File: config.mk
export PLATFORM = sky130hd
export DESIGN_NAME = rgb_led_blink_rainbow_engine_top
export DESIGN_NICKNAME = d
export VERILOG_FILES = /design/src/rgbre_pkg.sv /design/src/rgbre_ram.sv /design/src/rgbre_update.sv /design/src/rgb_led_blink_rainbow_engine_top.sv
export SDC_FILE = /design/constraint.sdc
export NUM_CORES = 1
export LEC_CHECK = 0
export ABC_CLOCK_PERIOD_IN_PS = 9200
export BUFFER_PORTS_ARGS = -buffer_cell sky130_fd_sc_hd__buf_2
export CAP_MARGIN = 10
export CORE_MARGIN = 2
export CORE_UTILIZATION = 55
export DETAILED_ROUTE_END_ITERATION = 12
export PLACE_DENSITY = 0.76
export SLEW_MARGIN = 20
export SYNTH_ARGS = -nofsm -noshare
export SYNTH_HDL_FRONTEND = slang
export SYNTH_SLANG_ARGS = --single-unit
File: constraint.sdc
create_clock -name clk -period 9.2 [get_ports clk]
set_input_delay 1.84 -clock clk [delete_from_list [all_inputs] [get_ports clk]]
set_output_delay 1.84 -clock clk [all_outputs]
set_load 0.02 [all_outputs]
File: src/rgbre_pkg.sv
package rgbre_pkg;

    // Default pixel count
    localparam int NUM_PIXELS_DEF = 3;

    // Register reset values
    localparam logic [15:0] INTERVAL_RST = 16'd30;
    localparam logic [7:0]  STEP_RST     = 8'd20;

    // Color limits and channel numbering (0 red, 1 green, 2 blue)
    localparam logic [7:0] LEVEL_MAX = 8'd255;
    localparam logic [1:0] CHAN_LAST = 2'd2;

    // Configuration register indexes
    localparam logic [1:0] REG_INTERVAL = 2'd0;
    localparam logic [1:0] REG_STEP     = 2'd1;

    typedef enum logic [1:0] {
        ACT_SET     = 2'd0,
        ACT_CLEAR   = 2'd1,
        ACT_BLINK   = 2'd2,
        ACT_RAINBOW = 2'd3
    } action_t;

    typedef logic [7:0] level_t;

    // Index 0 is red, 1 green, 2 blue
    typedef level_t [2:0] color_t;

    // Per-pixel record held in RAM
    typedef struct packed {
        logic        lit;
        logic [31:0] blink_stamp;
        logic [31:0] rainbow_stamp;
        color_t      rainbow_color;
        logic [1:0]  falling;
    } pixel_rec_t;

    localparam pixel_rec_t REC_RST = '{
        lit:           1'b0,
        blink_stamp:   32'd0,
        rainbow_stamp: 32'd0,
        rainbow_color: {8'd0, 8'd0, LEVEL_MAX},
        falling:       2'd0
    };

    // Captured command request
    typedef struct packed {
        action_t     action;
        color_t      color;
        logic [15:0] period;
        logic [31:0] now;
    } cmd_t;

    // Update result handed back to the top level
    typedef struct packed {
        logic       fire;
        pixel_rec_t rec;
        color_t     color;
    } upd_t;

endpackage

File: src/rgbre_ram.sv
module rgbre_ram #(
    parameter int WIDTH = 8,
    parameter int DEPTH = 4,
    localparam int ADDR_W = (DEPTH > 1) ? $clog2(DEPTH) : 1
) (
    input  logic                     clk,
    input  logic                     we,
    input  logic [ADDR_W-1:0]        waddr,
    input  logic [WIDTH-1:0]         wdata,
    input  logic                     re,
    input  logic [ADDR_W-1:0]        raddr,
    output logic [WIDTH-1:0]         rdata
);

    logic [WIDTH-1:0] mem [DEPTH];
    logic [WIDTH-1:0] rdata_reg;

    // Write port
    always_ff @(posedge clk)
    begin
        if (we)
        begin
            mem[waddr] <= wdata;
        end
    end

    // Registered read port
    always_ff @(posedge clk)
    begin
        if (re)
        begin
            rdata_reg <= mem[raddr];
        end
    end

    assign rdata = rdata_reg;

endmodule

File: src/rgbre_update.sv
module rgbre_update (
    input  rgbre_pkg::cmd_t     cmd,
    input  rgbre_pkg::pixel_rec_t rec,
    input  logic [15:0]         interval,
    input  logic [7:0]          step,
    output rgbre_pkg::upd_t     upd
);

    logic        blink_due;
    logic        rainbow_due;
    logic [31:0] blink_age;
    logic [31:0] rainbow_age;
    logic [1:0]  fall;
    logic [1:0]  rise;
    logic [7:0]  fall_lvl;
    logic [7:0]  rise_lvl;
    logic [8:0]  rise_sum;
    logic        at_limit;
    logic        do_set;
    logic        do_clear;

    // Wrap-safe elapsed time checks
    assign blink_age   = cmd.now - rec.blink_stamp;
    assign rainbow_age = cmd.now - rec.rainbow_stamp;
    assign blink_due   = !(blink_age < {16'd0, cmd.period});
    assign rainbow_due = rainbow_age > {16'd0, interval};

    // Falling and rising channels of the rainbow
    assign fall     = (rec.falling > rgbre_pkg::CHAN_LAST) ? 2'd0 : rec.falling;
    assign rise     = (fall == rgbre_pkg::CHAN_LAST) ? 2'd0 : fall + 2'd1;
    assign fall_lvl = rec.rainbow_color[fall];
    assign rise_lvl = rec.rainbow_color[rise];
    assign rise_sum = {1'b0, rise_lvl} + {1'b0, step};
    assign at_limit = (fall_lvl <= step) || (rise_sum >= {1'b0, rgbre_pkg::LEVEL_MAX});

    // Blink resolves to set or clear once due
    always_comb
    begin
        do_set   = 1'b0;
        do_clear = 1'b0;
        case (cmd.action)
            rgbre_pkg::ACT_SET:   do_set = 1'b1;
            rgbre_pkg::ACT_CLEAR: do_clear = 1'b1;
            rgbre_pkg::ACT_BLINK:
            begin
                do_set   = blink_due && !rec.lit;
                do_clear = blink_due && rec.lit;
            end
            default: ;
        endcase
    end

    // Record update and emitted color
    always_comb
    begin
        upd.fire  = 1'b0;
        upd.rec   = rec;
        upd.color = '0;
        if (do_set)
        begin
            upd.fire            = 1'b1;
            upd.rec.lit         = 1'b1;
            upd.rec.blink_stamp = cmd.now;
            upd.color           = cmd.color;
        end
        else if (do_clear)
        begin
            upd.fire            = 1'b1;
            upd.rec.lit         = 1'b0;
            upd.rec.blink_stamp = cmd.now;
        end
        else if (cmd.action == rgbre_pkg::ACT_RAINBOW && rainbow_due)
        begin
            upd.fire              = 1'b1;
            upd.rec.rainbow_stamp = cmd.now;
            if (at_limit)
            begin
                upd.rec.rainbow_color[fall] = 8'd0;
                upd.rec.rainbow_color[rise] = rgbre_pkg::LEVEL_MAX;
                upd.rec.falling             = rise;
            end
            else
            begin
                upd.rec.rainbow_color[fall] = fall_lvl - step;
                upd.rec.rainbow_color[rise] = rise_sum[7:0];
            end
            upd.color = upd.rec.rainbow_color;
        end
    end

endmodule

File: src/rgb_led_blink_rainbow_engine_top.sv
// Per-pixel RGB blink / rainbow engine, one record per pixel in a RAM.
// An accepted command reads its pixel record from the RAM; in execute it is
// updated, written back and, if it fires for an in-range pixel, strobed out
// as a result. Busy holds off new commands during execute. Reset: registers
// return to 30 ms / step 20; per-pixel valid bits make every pixel read as
// its reset record at once. Results cannot be stalled.
module rgb_led_blink_rainbow_engine_top #(
    parameter int NUM_PIXELS = rgbre_pkg::NUM_PIXELS_DEF
) (
    input  logic        clk,
    input  logic        rst_n,
    input  logic        start,
    output logic        busy,
    input  logic [1:0]  action,
    input  logic [1:0]  led,
    input  logic [7:0]  red,
    input  logic [7:0]  green,
    input  logic [7:0]  blue,
    input  logic [15:0] period_ms,
    input  logic [31:0] now_ms,
    input  logic        cfg_valid,
    output logic        cfg_ready,
    input  logic [1:0]  cfg_index,
    input  logic [15:0] cfg_data,
    output logic        result_valid,
    output logic [1:0]  pixel_index,
    output logic [7:0]  out_red,
    output logic [7:0]  out_green,
    output logic [7:0]  out_blue
);

    localparam int ADDR_W = (NUM_PIXELS > 1) ? $clog2(NUM_PIXELS) : 1;
    localparam int REC_W  = $bits(rgbre_pkg::pixel_rec_t);
    localparam logic [ADDR_W+1:0] PIX_COUNT = (ADDR_W + 2)'(NUM_PIXELS);

    typedef enum logic [1:0] {
        ST_IDLE = 2'b01,
        ST_EXEC = 2'b10
    } state_t;

    state_t                 state_reg;
    state_t                 state_next;
    logic                   accept;
    logic                   exec;
    logic [ADDR_W+1:0]      led_wide;
    logic [ADDR_W-1:0]      led_addr;
    logic                   led_ok;

    rgbre_pkg::cmd_t        cmd_reg;
    logic [1:0]             led_reg;
    logic [ADDR_W-1:0]      addr_reg;
    logic                   in_range_reg;
    logic [NUM_PIXELS-1:0]  valid_reg;
    logic [15:0]            interval_reg;
    logic [7:0]             step_reg;

    logic [REC_W-1:0]       ram_rdata;
    rgbre_pkg::pixel_rec_t  rec_cur;
    rgbre_pkg::upd_t        upd;
    logic                   wr_en;

    logic                   result_valid_reg;
    logic [1:0]             pixel_index_reg;
    rgbre_pkg::color_t      color_reg;

    // Request handshake
    assign busy   = (state_reg == ST_EXEC);
    assign exec   = (state_reg == ST_EXEC);
    assign accept = start && !busy;

    assign led_wide = {{ADDR_W{1'b0}}, led};
    assign led_addr = led_wide[ADDR_W-1:0];
    assign led_ok   = led_wide < PIX_COUNT;

    // Control state machine
    always_comb
    begin
        state_next = state_reg;
        case (state_reg)
            ST_IDLE: if (accept) state_next = ST_EXEC;
            ST_EXEC: state_next = ST_IDLE;
            default: state_next = ST_IDLE;
        endcase
    end

    always_ff @(posedge clk or negedge rst_n)
    begin
        if (!rst_n)
        begin
            state_reg <= ST_IDLE;
        end
        else
        begin
            state_reg <= state_next;
        end
    end

    // Command capture
    always_ff @(posedge clk)
    begin
        if (accept)
        begin
            cmd_reg.action <= rgbre_pkg::action_t'(action);
            cmd_reg.color  <= {blue, green, red};
            cmd_reg.period <= period_ms;
            cmd_reg.now    <= now_ms;
            led_reg        <= led;
            addr_reg       <= led_addr;
        end
    end

    always_ff @(posedge clk or negedge rst_n)
    begin
        if (!rst_n)
        begin
            in_range_reg <= 1'b0;
        end
        else if (accept)
        begin
            in_range_reg <= led_ok;
        end
    end

    // Configuration registers
    assign cfg_ready = 1'b1;

    always_ff @(posedge clk or negedge rst_n)
    begin
        if (!rst_n)
        begin
            interval_reg <= rgbre_pkg::INTERVAL_RST;
            step_reg     <= rgbre_pkg::STEP_RST;
        end
        else if (cfg_valid && cfg_ready)
        begin
            case (cfg_index)
                rgbre_pkg::REG_INTERVAL: interval_reg <= cfg_data;
                rgbre_pkg::REG_STEP:     step_reg     <= cfg_data[7:0];
                default: ;
            endcase
        end
    end

    // Pixel record RAM
    rgbre_ram #(
        .WIDTH (REC_W),
        .DEPTH (NUM_PIXELS)
    ) u_rec_ram (
        .clk   (clk),
        .we    (wr_en),
        .waddr (addr_reg),
        .wdata (upd.rec),
        .re    (accept && led_ok),
        .raddr (led_addr),
        .rdata (ram_rdata)
    );

    // Never-written pixels read as the reset record
    assign rec_cur = valid_reg[addr_reg] ? rgbre_pkg::pixel_rec_t'(ram_rdata)
                                         : rgbre_pkg::REC_RST;

    rgbre_update u_update (
        .cmd      (cmd_reg),
        .rec      (rec_cur),
        .interval (interval_reg),
        .step     (step_reg),
        .upd      (upd)
    );

    assign wr_en = exec && in_range_reg && upd.fire;

    // Per-pixel valid bits
    always_ff @(posedge clk or negedge rst_n)
    begin
        if (!rst_n)
        begin
            valid_reg <= '0;
        end
        else if (wr_en)
        begin
            valid_reg[addr_reg] <= 1'b1;
        end
    end

    // Result register
    always_ff @(posedge clk or negedge rst_n)
    begin
        if (!rst_n)
        begin
            result_valid_reg <= 1'b0;
        end
        else
        begin
            result_valid_reg <= wr_en;
        end
    end

    always_ff @(posedge clk)
    begin
        if (wr_en)
        begin
            pixel_index_reg <= led_reg;
            color_reg       <= upd.color;
        end
    end

    assign result_valid = result_valid_reg;
    assign pixel_index  = pixel_index_reg;
    assign out_red      = color_reg[0];
    assign out_green    = color_reg[1];
    assign out_blue     = color_reg[2];

endmodule
==> results of run 1 <==
==> worst register-to-register path, stage by stage (launching register included) <==
cell	delay, ns
edfxtp_1	0.48
nor2b_1	0.23
nand2_1	0.13
o21ai_4	0.16
buf_4	0.38
nand2_1	0.17
ha_1	0.34
nand2_1	0.10
a211oi_1	0.38
o21a_1	0.33
nor2_1	0.11
o21ai_0	0.22
xor2_1	0.24
ha_1	0.28
a21o_1	0.16
a21o_1	0.17
a221o_1	0.34
a2111oi_0	0.33
and3_1	0.19
o221ai_1	0.10
or4_4	0.57
a2111oi_4	0.58
o21ba_2	0.37
nor2_4	0.13
buf_4	0.34
==> power groups by stage <==
stage          combinational [mW]  clock (mW)  sequential (mW)
3_3_place_gp                 1.73           0             2.72
6_report                     1.80        2.01             2.68
2_1_floorplan                1.22           0             2.71
4_1_cts                      1.77        2.04             2.68
5_1_grt                      1.96        2.13             2.68
3_5_place_dp                 1.75           0             2.72
==> area by class of cell <==
type	instances	area [um2]
Tap cell	600	750.7
Inverter	121	455.4
Clock inverter	29	231.5
Sequential cell	497	14780
Timing Repair Buffer	150	818.3
Fill cell	3510	17210
Multi-Input combinational cell	1405	9635
Clock buffer	67	1400
==> logic make-up (layout without fill, tap and decap cells) <==
| family | after synthesis | in the layout | synth area share |
|---|---|---|---|
| simple gates | 512 | 512 | 0.08998 |
| fa+ha+maj | 123 | 123 | 0.06220 |
| compound gates | 520 | 520 | 0.1292 |
| mux | 198 | 198 | 0.07946 |
| flops | 497 | 497 | 0.5859 |
| other cells | 1 | 1 | 0.0001487 |
| xor+xnor | 51 | 51 | 0.01771 |
| buf+inv | 224 | 367 | 0.03542 |
==> final timing paths <==
path	startpoint	end	slack, ns	cells past startpoint
hold reg to reg	valid_reg[2]	valid_reg[2]	0.49	1
min in group asynchronous	rst_n	state_reg[1]	1.36	1
setup / recovery	addr_reg[0]	u_rec_ram.mem[2][18]	1.91	24
setup reg to reg	addr_reg[0]	u_rec_ram.mem[2][18]	1.91	24
max in group asynchronous	rst_n	interval_reg[14]	7.28	1
hold / removal	valid_reg[2]	valid_reg[2]	0.49	1
==> layer usage <==
metal | global-route usage | vias to the layer above | part of all wire
li1 | - | 8123 | -
met1 | 0.3590 | 8455 | 0.44
met2 | 0.4366 | 610 | 0.48
met3 | 0.04370 | 107 | 0.061
met4 | 0.07800 | 0 | 0.025
met5 | 0 | - | 0
==> placed cells by master, fill, tap and decap left out, drive strengths merged, types with 15 or more instances in the layout <==
cell type,count
edfxtp,466
nand2,282
mux2i,183
o21ai,175
buf,150
inv,123
ha,119
a21oi,105
nor2,78
clkbuf,67
o22ai,56
xnor2,32
nand3,28
a21o,24
dfrtp,24
o21a,23
nand4,23
nor3,22
clkinv,21
xor2,19
o211ai,18
nor2b,17
a22oi,16
nand2b,16
a211oi,15
mux2,15
==> per-stage QoR <==
step | instance area [um2] | setup TNS [ns] | instances | worst slack, ns | total power [mW]
after global routing | 28070 | 0 | 2869 | 1.405 | 6.771
after detailed placement | 26430 | 0 | 2773 | 2.010 | 4.473
final | 28070 | 0 | 2869 | 1.913 | 6.491
after global placement | 26430 | 0 | 2773 | 2.086 | 4.452
after floorplan | 25220 | -45.35 | 2126 | -0.1661 | 3.928
after CTS | 28060 | 0 | 2869 | 1.974 | 6.483
==> cells in the mapped netlist (8+ instances only) <==
cell	count
a211o_1	8
a211oi_1	15
a21o_1	24
a21oi_1	103
a22oi_1	16
a31oi_1	10
and3_1	9
buf_2	14
clkbuf_1	74
dfrtp_1	24
edfxtp_1	466
ha_1	119
inv_1	121
mux2_2	14
mux2i_1	183
nand2_1	282
nand2b_1	16
nand3_1	28
nand4_1	23
nor2_1	78
nor2b_1	17
nor3_1	22
o211ai_1	17
o21a_1	23
o21ai_0	166
o21bai_1	10
o22ai_1	56
xnor2_1	32
xor2_1	19
==> results_dict.tcl, run 1 <==
set metrics [dict create \
    combPwrFrac 0.277 \
    p_sw_frac 0.3256 \
    syn_avg_cell_area_um2 11.86 \
    largest_reg_flops 273 \
    timing.fmax_mhz 137.2 \
    cp.required_ns 9.44 \
    clk_latency_ns 0.61 \
    crit_buf_inv 2 \
    die_w_um 218.2 \
    cts_setup_buffers 0 \
    synth-edff-count 466 \
    max_stage_delay_ns 0.57 \
    drtPass1Iterations 6 \
    clkTransAtPathRegs_ns 0.06 \
    ys_async_sr_fraction 0.06237 \
    ys_warn_count 0 \
    slew_headroom 0.3404 \
    skew_ns 0.02769 \
    cts.repair.resized 0 \
    cts_sinks 497 \
    ios 127 \
    antenna_found_initial 0 \
    critical_path.top_delay_family "compound AO/OA/AOI/OAI gates" \
    hold_slack_ns 0.4896 \
    antenna_cells 0 \
    die_h_um 218.2 \
    clkPwrFrac 0.310 \
    syn_area_um2 25220 \
    drive_gt1_frac 0.1225 \
    vias 17295 \
    crit_chain "nor2b_1 > nand2_1 > o21ai_4 > buf_4 > nand2_1 > ha_1 > nand2_1 > a211oi_1 > o21a_1 > nor2_1 > o21ai_0 > xor2_1 > ha_1 > a21o_1 > a21o_1 > a221o_1 > a2111oi_0 > and3_1 > o221ai_1 > or4_4 > a2111oi_4 > o21ba_2 > nor2_4 > buf_4" \
    min_period_over_period 0.7921 \
    synth_cells 2126 \
    report.final.slew_viol_count 0 \
    hold_viol 0 \
    core_area_um2 45280 \
    cts_tree "done" \
    viasPerCell 6.028 \
    crit_type "reg -> reg" \
    synth.top_cells.by_area "edfxtp_1, mux2i_1, ha_1" \
    rsz0062_at_grt "no" \
    grt_pass1_vias 17038 \
    drc_errors 0 \
    dieArea_um2 47590 \
    p_switching_mw 2.114 \
    synthToLayoutAreaGrowth_pct 11.28 \
    final_core_util 0.6199 \
    gp_congestion 0.9863 \
    end_kind "flip-flop" \
    synth_cell_types 77 \
    synth_seq_area_share 0.5859 \
    portBuffers 125 \
    max-cap-violations 0 \
    syn_nets 2347 \
    clk_path_buf_depth 3 \
    powerDensity_nw_per_um2 231.3 \
    h-tree-depth 2 \
    post-dp-hpwl_um 43550 \
    cp_common_cell "nand2_1" \
    drtIter0Drc 1662 \
    wire_per_inst_um 21.80 \
    fin_crit_ns 7.287 \
    hold_path_class "reg -> reg" \
    grt_usage 0.2636 \
    seqPwrFrac 0.412 \
    rows 78 \
    grt_pass1_wl_um 96140 \
    totalWireLength_um 62550 \
    cts_hold_buf 0 \
    ir_drop_mv 0.1617 \
    status "complete, no violations" \
    worstPathMaxFanout 50 \
    ys.flop_type "edfxtp_1" \
    cts_buffers 52 \
    root_buffer "clkbuf_16" \
    start_kind "flip-flop" \
    start_util 0.5570 \
    setup_viol_count_final 0 \
    crit_slowest_cell "or4_4" \
    p_leak_nw 10.98 \
    ant_nets 0 \
    yosysTopAreaCellShare 0.5548 \
    ys_seq_elements 497 \
    tightest_slew_ns 0.9894 \
    gr-total-overflow 0 \
    grt_max_degree 95 \
    finish.net_count 2448 \
    yosysTopAreaCell "edfxtp_1" \
    arrival_ns 7.53 \
    p_int_mw 4.378 \
]
No activity file was read; power rests on OpenSTA's default activity.
==> inputs of run 2 (changes only) <==
- ABC_CLOCK_PERIOD_IN_PS: 9200 -> 7500
- PLACE_DENSITY: 0.76 -> 0.73
- clock period: 9.2 -> 7.5 ns (I/O delays scaled with it)
==> results_dict.tcl, run 2 (same netlist as run 1, synthesis figures left out) <==
set metrics [dict create \
    cp.required_ns 7.89 \
    layout_common_cells "edfxtp_1, nand2_1, mux2i_1, o21ai_0, buf_2" \
    powerDensity_nw_per_um2 287.9 \
    hold_path_class "reg -> reg" \
    skew_ns 0.02652 \
    final_area_um2 28460 \
    ios 127 \
    cts_buffers 52 \
    arrival_ns 7.40 \
    status "complete, no violations" \
    grt_pass1_vias 17356 \
    max_stage_delay_ns 0.56 \
    clk_path_buf_depth 3 \
    min_period_over_period 0.9340 \
    max-cap-violations 0 \
    clkPwrFrac 0.322 \
    tightest_slew_ns 1.091 \
    antenna_cells 0 \
    die_h_um 218.2 \
    vias 17596 \
    report.final.slew_viol_count 0 \
    portBuffers 125 \
    p_switching_mw 2.628 \
    die_w_um 218.2 \
    fillers 3500 \
    end_kind "flip-flop" \
    wire_per_inst_um 22.34 \
    crit_type "reg -> reg" \
    setup_viol_count_final 0 \
    ir_drop_mv 0.2664 \
    p_total_mw 8.192 \
    fin_crit_ns 7.005 \
    ant_nets 0 \
    hold_viol 0 \
    critical_path.top_delay_family "compound AO/OA/AOI/OAI gates" \
    p_int_mw 5.565 \
    rows 78 \
    dp_slack_ns 0.4111 \
    layout_commonest_cell "edfxtp_1" \
    root_buffer "clkbuf_16" \
    core_area_um2 45280 \
    crit_buf_inv 2 \
    start_util 0.5570 \
    combPwrFrac 0.277 \
    post-dp-hpwl_um 44310 \
    worstPathMaxFanout 20 \
    setup_slack_ns 0.4949 \
    synthToLayoutAreaGrowth_pct 12.81 \
    start_kind "flip-flop" \
    gr-total-overflow 0 \
    cts_tree "done" \
    seqPwrFrac 0.401 \
    grt_max_degree 98 \
    finish.net_count 2472 \
    grt_pass1_wl_um 98610 \
    h-tree-depth 2 \
    drc_errors 0 \
    drtPass1Iterations 6 \
    totalWireLength_um 64690 \
    cts_hold_buf 0 \
    grt_usage 0.2713 \
    clk_latency_ns 0.61 \
    cts_sinks 497 \
    p_sw_frac 0.3207 \
    slew_headroom 0.2725 \
    timing.fmax_mhz 142.8 \
    final_core_util 0.6284 \
    rsz0062_at_grt "no" \
    dieArea_um2 47590 \
    viasPerCell 6.078 \
    antenna_found_initial 0 \
    crit_slowest_cell "or4_4" \
    drive_gt1_frac 0.1342 \
    largest_reg_flops 273 \
    p_leak_nw 11.18 \
    clkTransAtPathRegs_ns 0.06 \
    gp_congestion 0.9382 \
    hold_slack_ns 0.4982 \
    placed_area_um2 26630 \
    drtIter0Drc 1696 \
]
-- run 2: cell types whose count changed in the layout (fill, tap and decap cells not counted), moves of 4 or more --
cell,change
clkinv_1,+4
bufinv_16,+5
buf_4,+17
buf_12,+6
clkbuf_1,-6
-- run 2: worst register-to-register path: cells and delay by family (launching register included) --
family / cells / cell delay, ns
buf+inv: 2 / 0.45
compound gates: 9 / 2.45
flops: 1 / 0.49
fa+ha+maj: 3 / 0.95
mux: 1 / 0.24
xor+xnor: 1 / 0.16
simple gates: 9 / 2.05
-- run 2: path summary, 6_finish.rpt --
| path | from | endpoint | slack (ns) | depth (start not counted) |
|---|---|---|---|---|
| max in group asynchronous | rst_n | interval_reg[8] | 5.88 | 1 |
| min reg2reg | valid_reg[1] | valid_reg[1] | 0.50 | 1 |
| min | valid_reg[1] | valid_reg[1] | 0.50 | 1 |
| min in group asynchronous | rst_n | state_reg[1] | 1.02 | 1 |
| max | addr_reg[0] | u_rec_ram.mem[2][48] | 0.49 | 25 |
| max reg2reg | addr_reg[0] | u_rec_ram.mem[2][48] | 0.49 | 25 |
-- run 2: repair_timing --
item | in CTS | in global routing
endpoints found under the setup margin | 0 | 224
buffers inserted | 0 | 7
resized for setup | 0 | 3
-- run 2: per-layer routing --
layer | track usage | routed length [um]
met1 | 0.3574 | 26460
met2 | 0.4566 | 31270
met3 | 0.04732 | 4690
met4 | 0.09048 | 2269
met5 | 0 | 0
-- run 2: final cells by class --
type,instances,area (um2),area share
Sequential cell,497,14780,0.5193
Timing Repair Buffer,173,1066,0.03746
Tap cell,600,750.7,0.02638
Clock inverter,37,385.4,0.01354
Clock buffer,61,1366,0.04801
Multi-Input combinational cell,1406,9654,0.3393
Inverter,121,455.4,0.01600
-- run 2: power by group through the flow --
stage | clock network (mW) | logic (mW) | registers (mW)
final | 2.63 | 2.27 | 3.28
after global routing | 2.78 | 2.47 | 3.29
after CTS | 2.67 | 2.22 | 3.28
after detailed placement | 0 | 2.20 | 3.34
after global placement | 0 | 2.16 | 3.34
after floorplan | 0 | 1.50 | 3.32
-- run 2: stage by stage --
step | setup TNS, ns | std cells
after global routing | 0 | 2895
after CTS | 0 | 2887
final | 0 | 2895
after detailed placement | 0 | 2789
after floorplan | -94.81 | 2126
after global placement | 0 | 2789
==> inputs of run 3 (changes only) <==
- BUFFER_PORTS_ARGS: -buffer_cell sky130_fd_sc_hd__buf_2 -> unset
- DONT_BUFFER_PORTS: unset -> 1
- PLACE_DENSITY: 0.73 -> 0.7
- RECOVER_POWER: unset -> 25
==> results_dict.tcl, run 3 (same netlist as run 1, synthesis figures left out) <==
set metrics [dict create \
    status "complete, but fails checks" \
    violations "max-capacitance violations, max-slew violations" \
    synthToLayoutAreaGrowth_pct 9.658 \
    multi_input_area_um2 9612 \
    die_w_um 218.2 \
    antenna_found_initial 0 \
    tightest_slew_ns 3.104 \
    portBuffers 0 \
    cts_tree "done" \
    grt_pass1_vias 16849 \
    vias 17051 \
    totalWireLength_um 63940 \
    cp.required_ns 7.82 \
    clk_path_buf_depth 3 \
    setup_viol_count_final 0 \
    root_buffer "clkbuf_16" \
    skew_ns 0.02589 \
    p_switching_mw 2.576 \
    cts_setup_buffers 0 \
    antenna_cells 0 \
    clkTransAtPathRegs_ns 0.06 \
    seqPwrFrac 0.409 \
    combPwrFrac 0.271 \
    start_util 0.5570 \
    ir_drop_mv 0.2009 \
    min_period_over_period 0.9338 \
    max-cap-violations 1 \
    grt_pass1_wl_um 97210 \
    end_kind "flip-flop" \
    hold_path_class "reg -> reg" \
    start_kind "flip-flop" \
    crit_type "reg -> reg" \
    layout_common_cells "edfxtp_1, nand2_1, mux2i_1, o21ai_0, inv_1" \
    setup_slack_ns 0.4964 \
    grt_usage 0.2703 \
    rows 78 \
    finish.net_count 2335 \
    largest_reg_flops 273 \
    worstPathMaxFanout 44 \
    layout_commonest_cell "edfxtp_1" \
    arrival_ns 7.32 \
    viasPerCell 6.182 \
    grt_max_degree 185 \
    timing.fmax_mhz 142.8 \
    cts_buffers 52 \
    ios 127 \
    fillers 3619 \
    final_core_util 0.6108 \
    gr-total-overflow 0 \
    seqCellArea_um2 14780 \
    clkPwrFrac 0.320 \
    cts_sinks 497 \
    drive_gt1_frac 0.07692 \
    core_area_um2 45280 \
    p_int_mw 5.484 \
    dieArea_um2 47590 \
    rsz0062_at_grt "no" \
    slew_headroom -1.069 \
    wire_per_inst_um 23.18 \
    die_h_um 218.2 \
    dp_slack_ns 0.4515 \
    post-dp-hpwl_um 44110 \
    drc_errors 0 \
    hold_viol 0 \
    clk_latency_ns 0.61 \
    fin_crit_ns 7.004 \
    p_sw_frac 0.3196 \
    ant_nets 0 \
    drtIter0Drc 1544 \
    drtPass1Iterations 5 \
    gp_congestion 0.9581 \
    p_leak_nw 10.60 \
    h-tree-depth 2 \
    powerDensity_nw_per_um2 291.4 \
    report.final.slew_viol_count 28 \
    p_total_mw 8.060 \
]
[run 3: changes by cell type in the layout (fill, tap and decap cells not counted), moves of 2 or more]
cell / before / now
buf_2: 123 / 0
buf_4: 44 / 30
clkinv_1: 9 / 12
bufinv_16: 7 / 5
clkbuf_1: 7 / 5
clkinv_2: 12 / 14
[run 3: worst max-delay path, stage by stage, from the launching register on]
cell       delay (ns)
edfxtp_1         0.46
mux2i_1          0.21
o21ai_4          0.56
nand2_1          0.22
ha_1             0.37
nand2_1          0.09
a211oi_1         0.27
buf_4            0.18
o21a_1           0.22
nor2_1           0.10
o21ai_0          0.21
xor2_1           0.17
ha_1             0.26
a21o_1           0.16
a21o_1           0.17
a221o_1          0.35
a2111oi_0        0.36
and3_1           0.21
o221ai_1         0.10
or4_4            0.55
a2111oi_4        0.58
o21ba_2          0.37
nor2_4           0.22
buf_12           0.26
[run 3: final timing paths]
| check | from | to | slack, ns | cells past startpoint |
|---|---|---|---|---|
| max | addr_reg[1] | u_rec_ram.mem[1][69] | 0.50 | 23 |
| min | valid_reg[1] | valid_reg[1] | 0.50 | 1 |
| max reg2reg | addr_reg[1] | u_rec_ram.mem[1][69] | 0.50 | 23 |
| min reg2reg | valid_reg[1] | valid_reg[1] | 0.50 | 1 |
| max in group asynchronous | rst_n | interval_reg[4] | 6.70 | 0 |
| min in group asynchronous | rst_n | step_reg[1] | 0.59 | 0 |
[run 3: area by class of cell]
type	count	share of cell area
clock inverter	39	0.01244
clock buffer	59	0.04989
inverter	121	0.01647
timing repair buffer	37	0.01230
sequential	497	0.5343
multi-input combinational	1405	0.3475
tap	600	0.02714
[run 3: stage by stage]
step                      cell area [um2]  instances  setup TNS [ns]  hold slack, ns
after floorplan                     25230       2126          -94.81          0.4425
after global placement              25950       2660               0          0.4649
after detailed placement            25950       2660               0          0.4813
after CTS                           27680       2758               0          0.4973
after global routing                27660       2758               0          0.5265
final                               27660       2758               0          0.5010
[run 3: power by group through the flow]
stage               Clock [mW]  Sequential, mW  Combinational (mW)
floorplan                    0            3.32                1.50
global placement             0            3.35                2.10
detailed placement           0            3.35                2.13
CTS                       2.62            3.29                2.15
global route              2.72            3.30                2.38
finish                    2.58            3.29                2.18
[run 3: layer usage]
| metal | wire, um | GRT usage | up-vias |
|---|---|---|---|
| met4 | 2423 | 0.1034 | 0 |
| met1 | 26420 | 0.3530 | 8353 |
| met5 | 0 | 0 | - |
| met2 | 30410 | 0.4486 | 662 |
| li1 | - | - | 7906 |
| met3 | 4681 | 0.05164 | 130 |
[run 3: timing repair]
action                     in CTS  in global routing
setup endpoints to repair       0                 78
hold buffers                    0                  0
gates resized for setup         0                  1
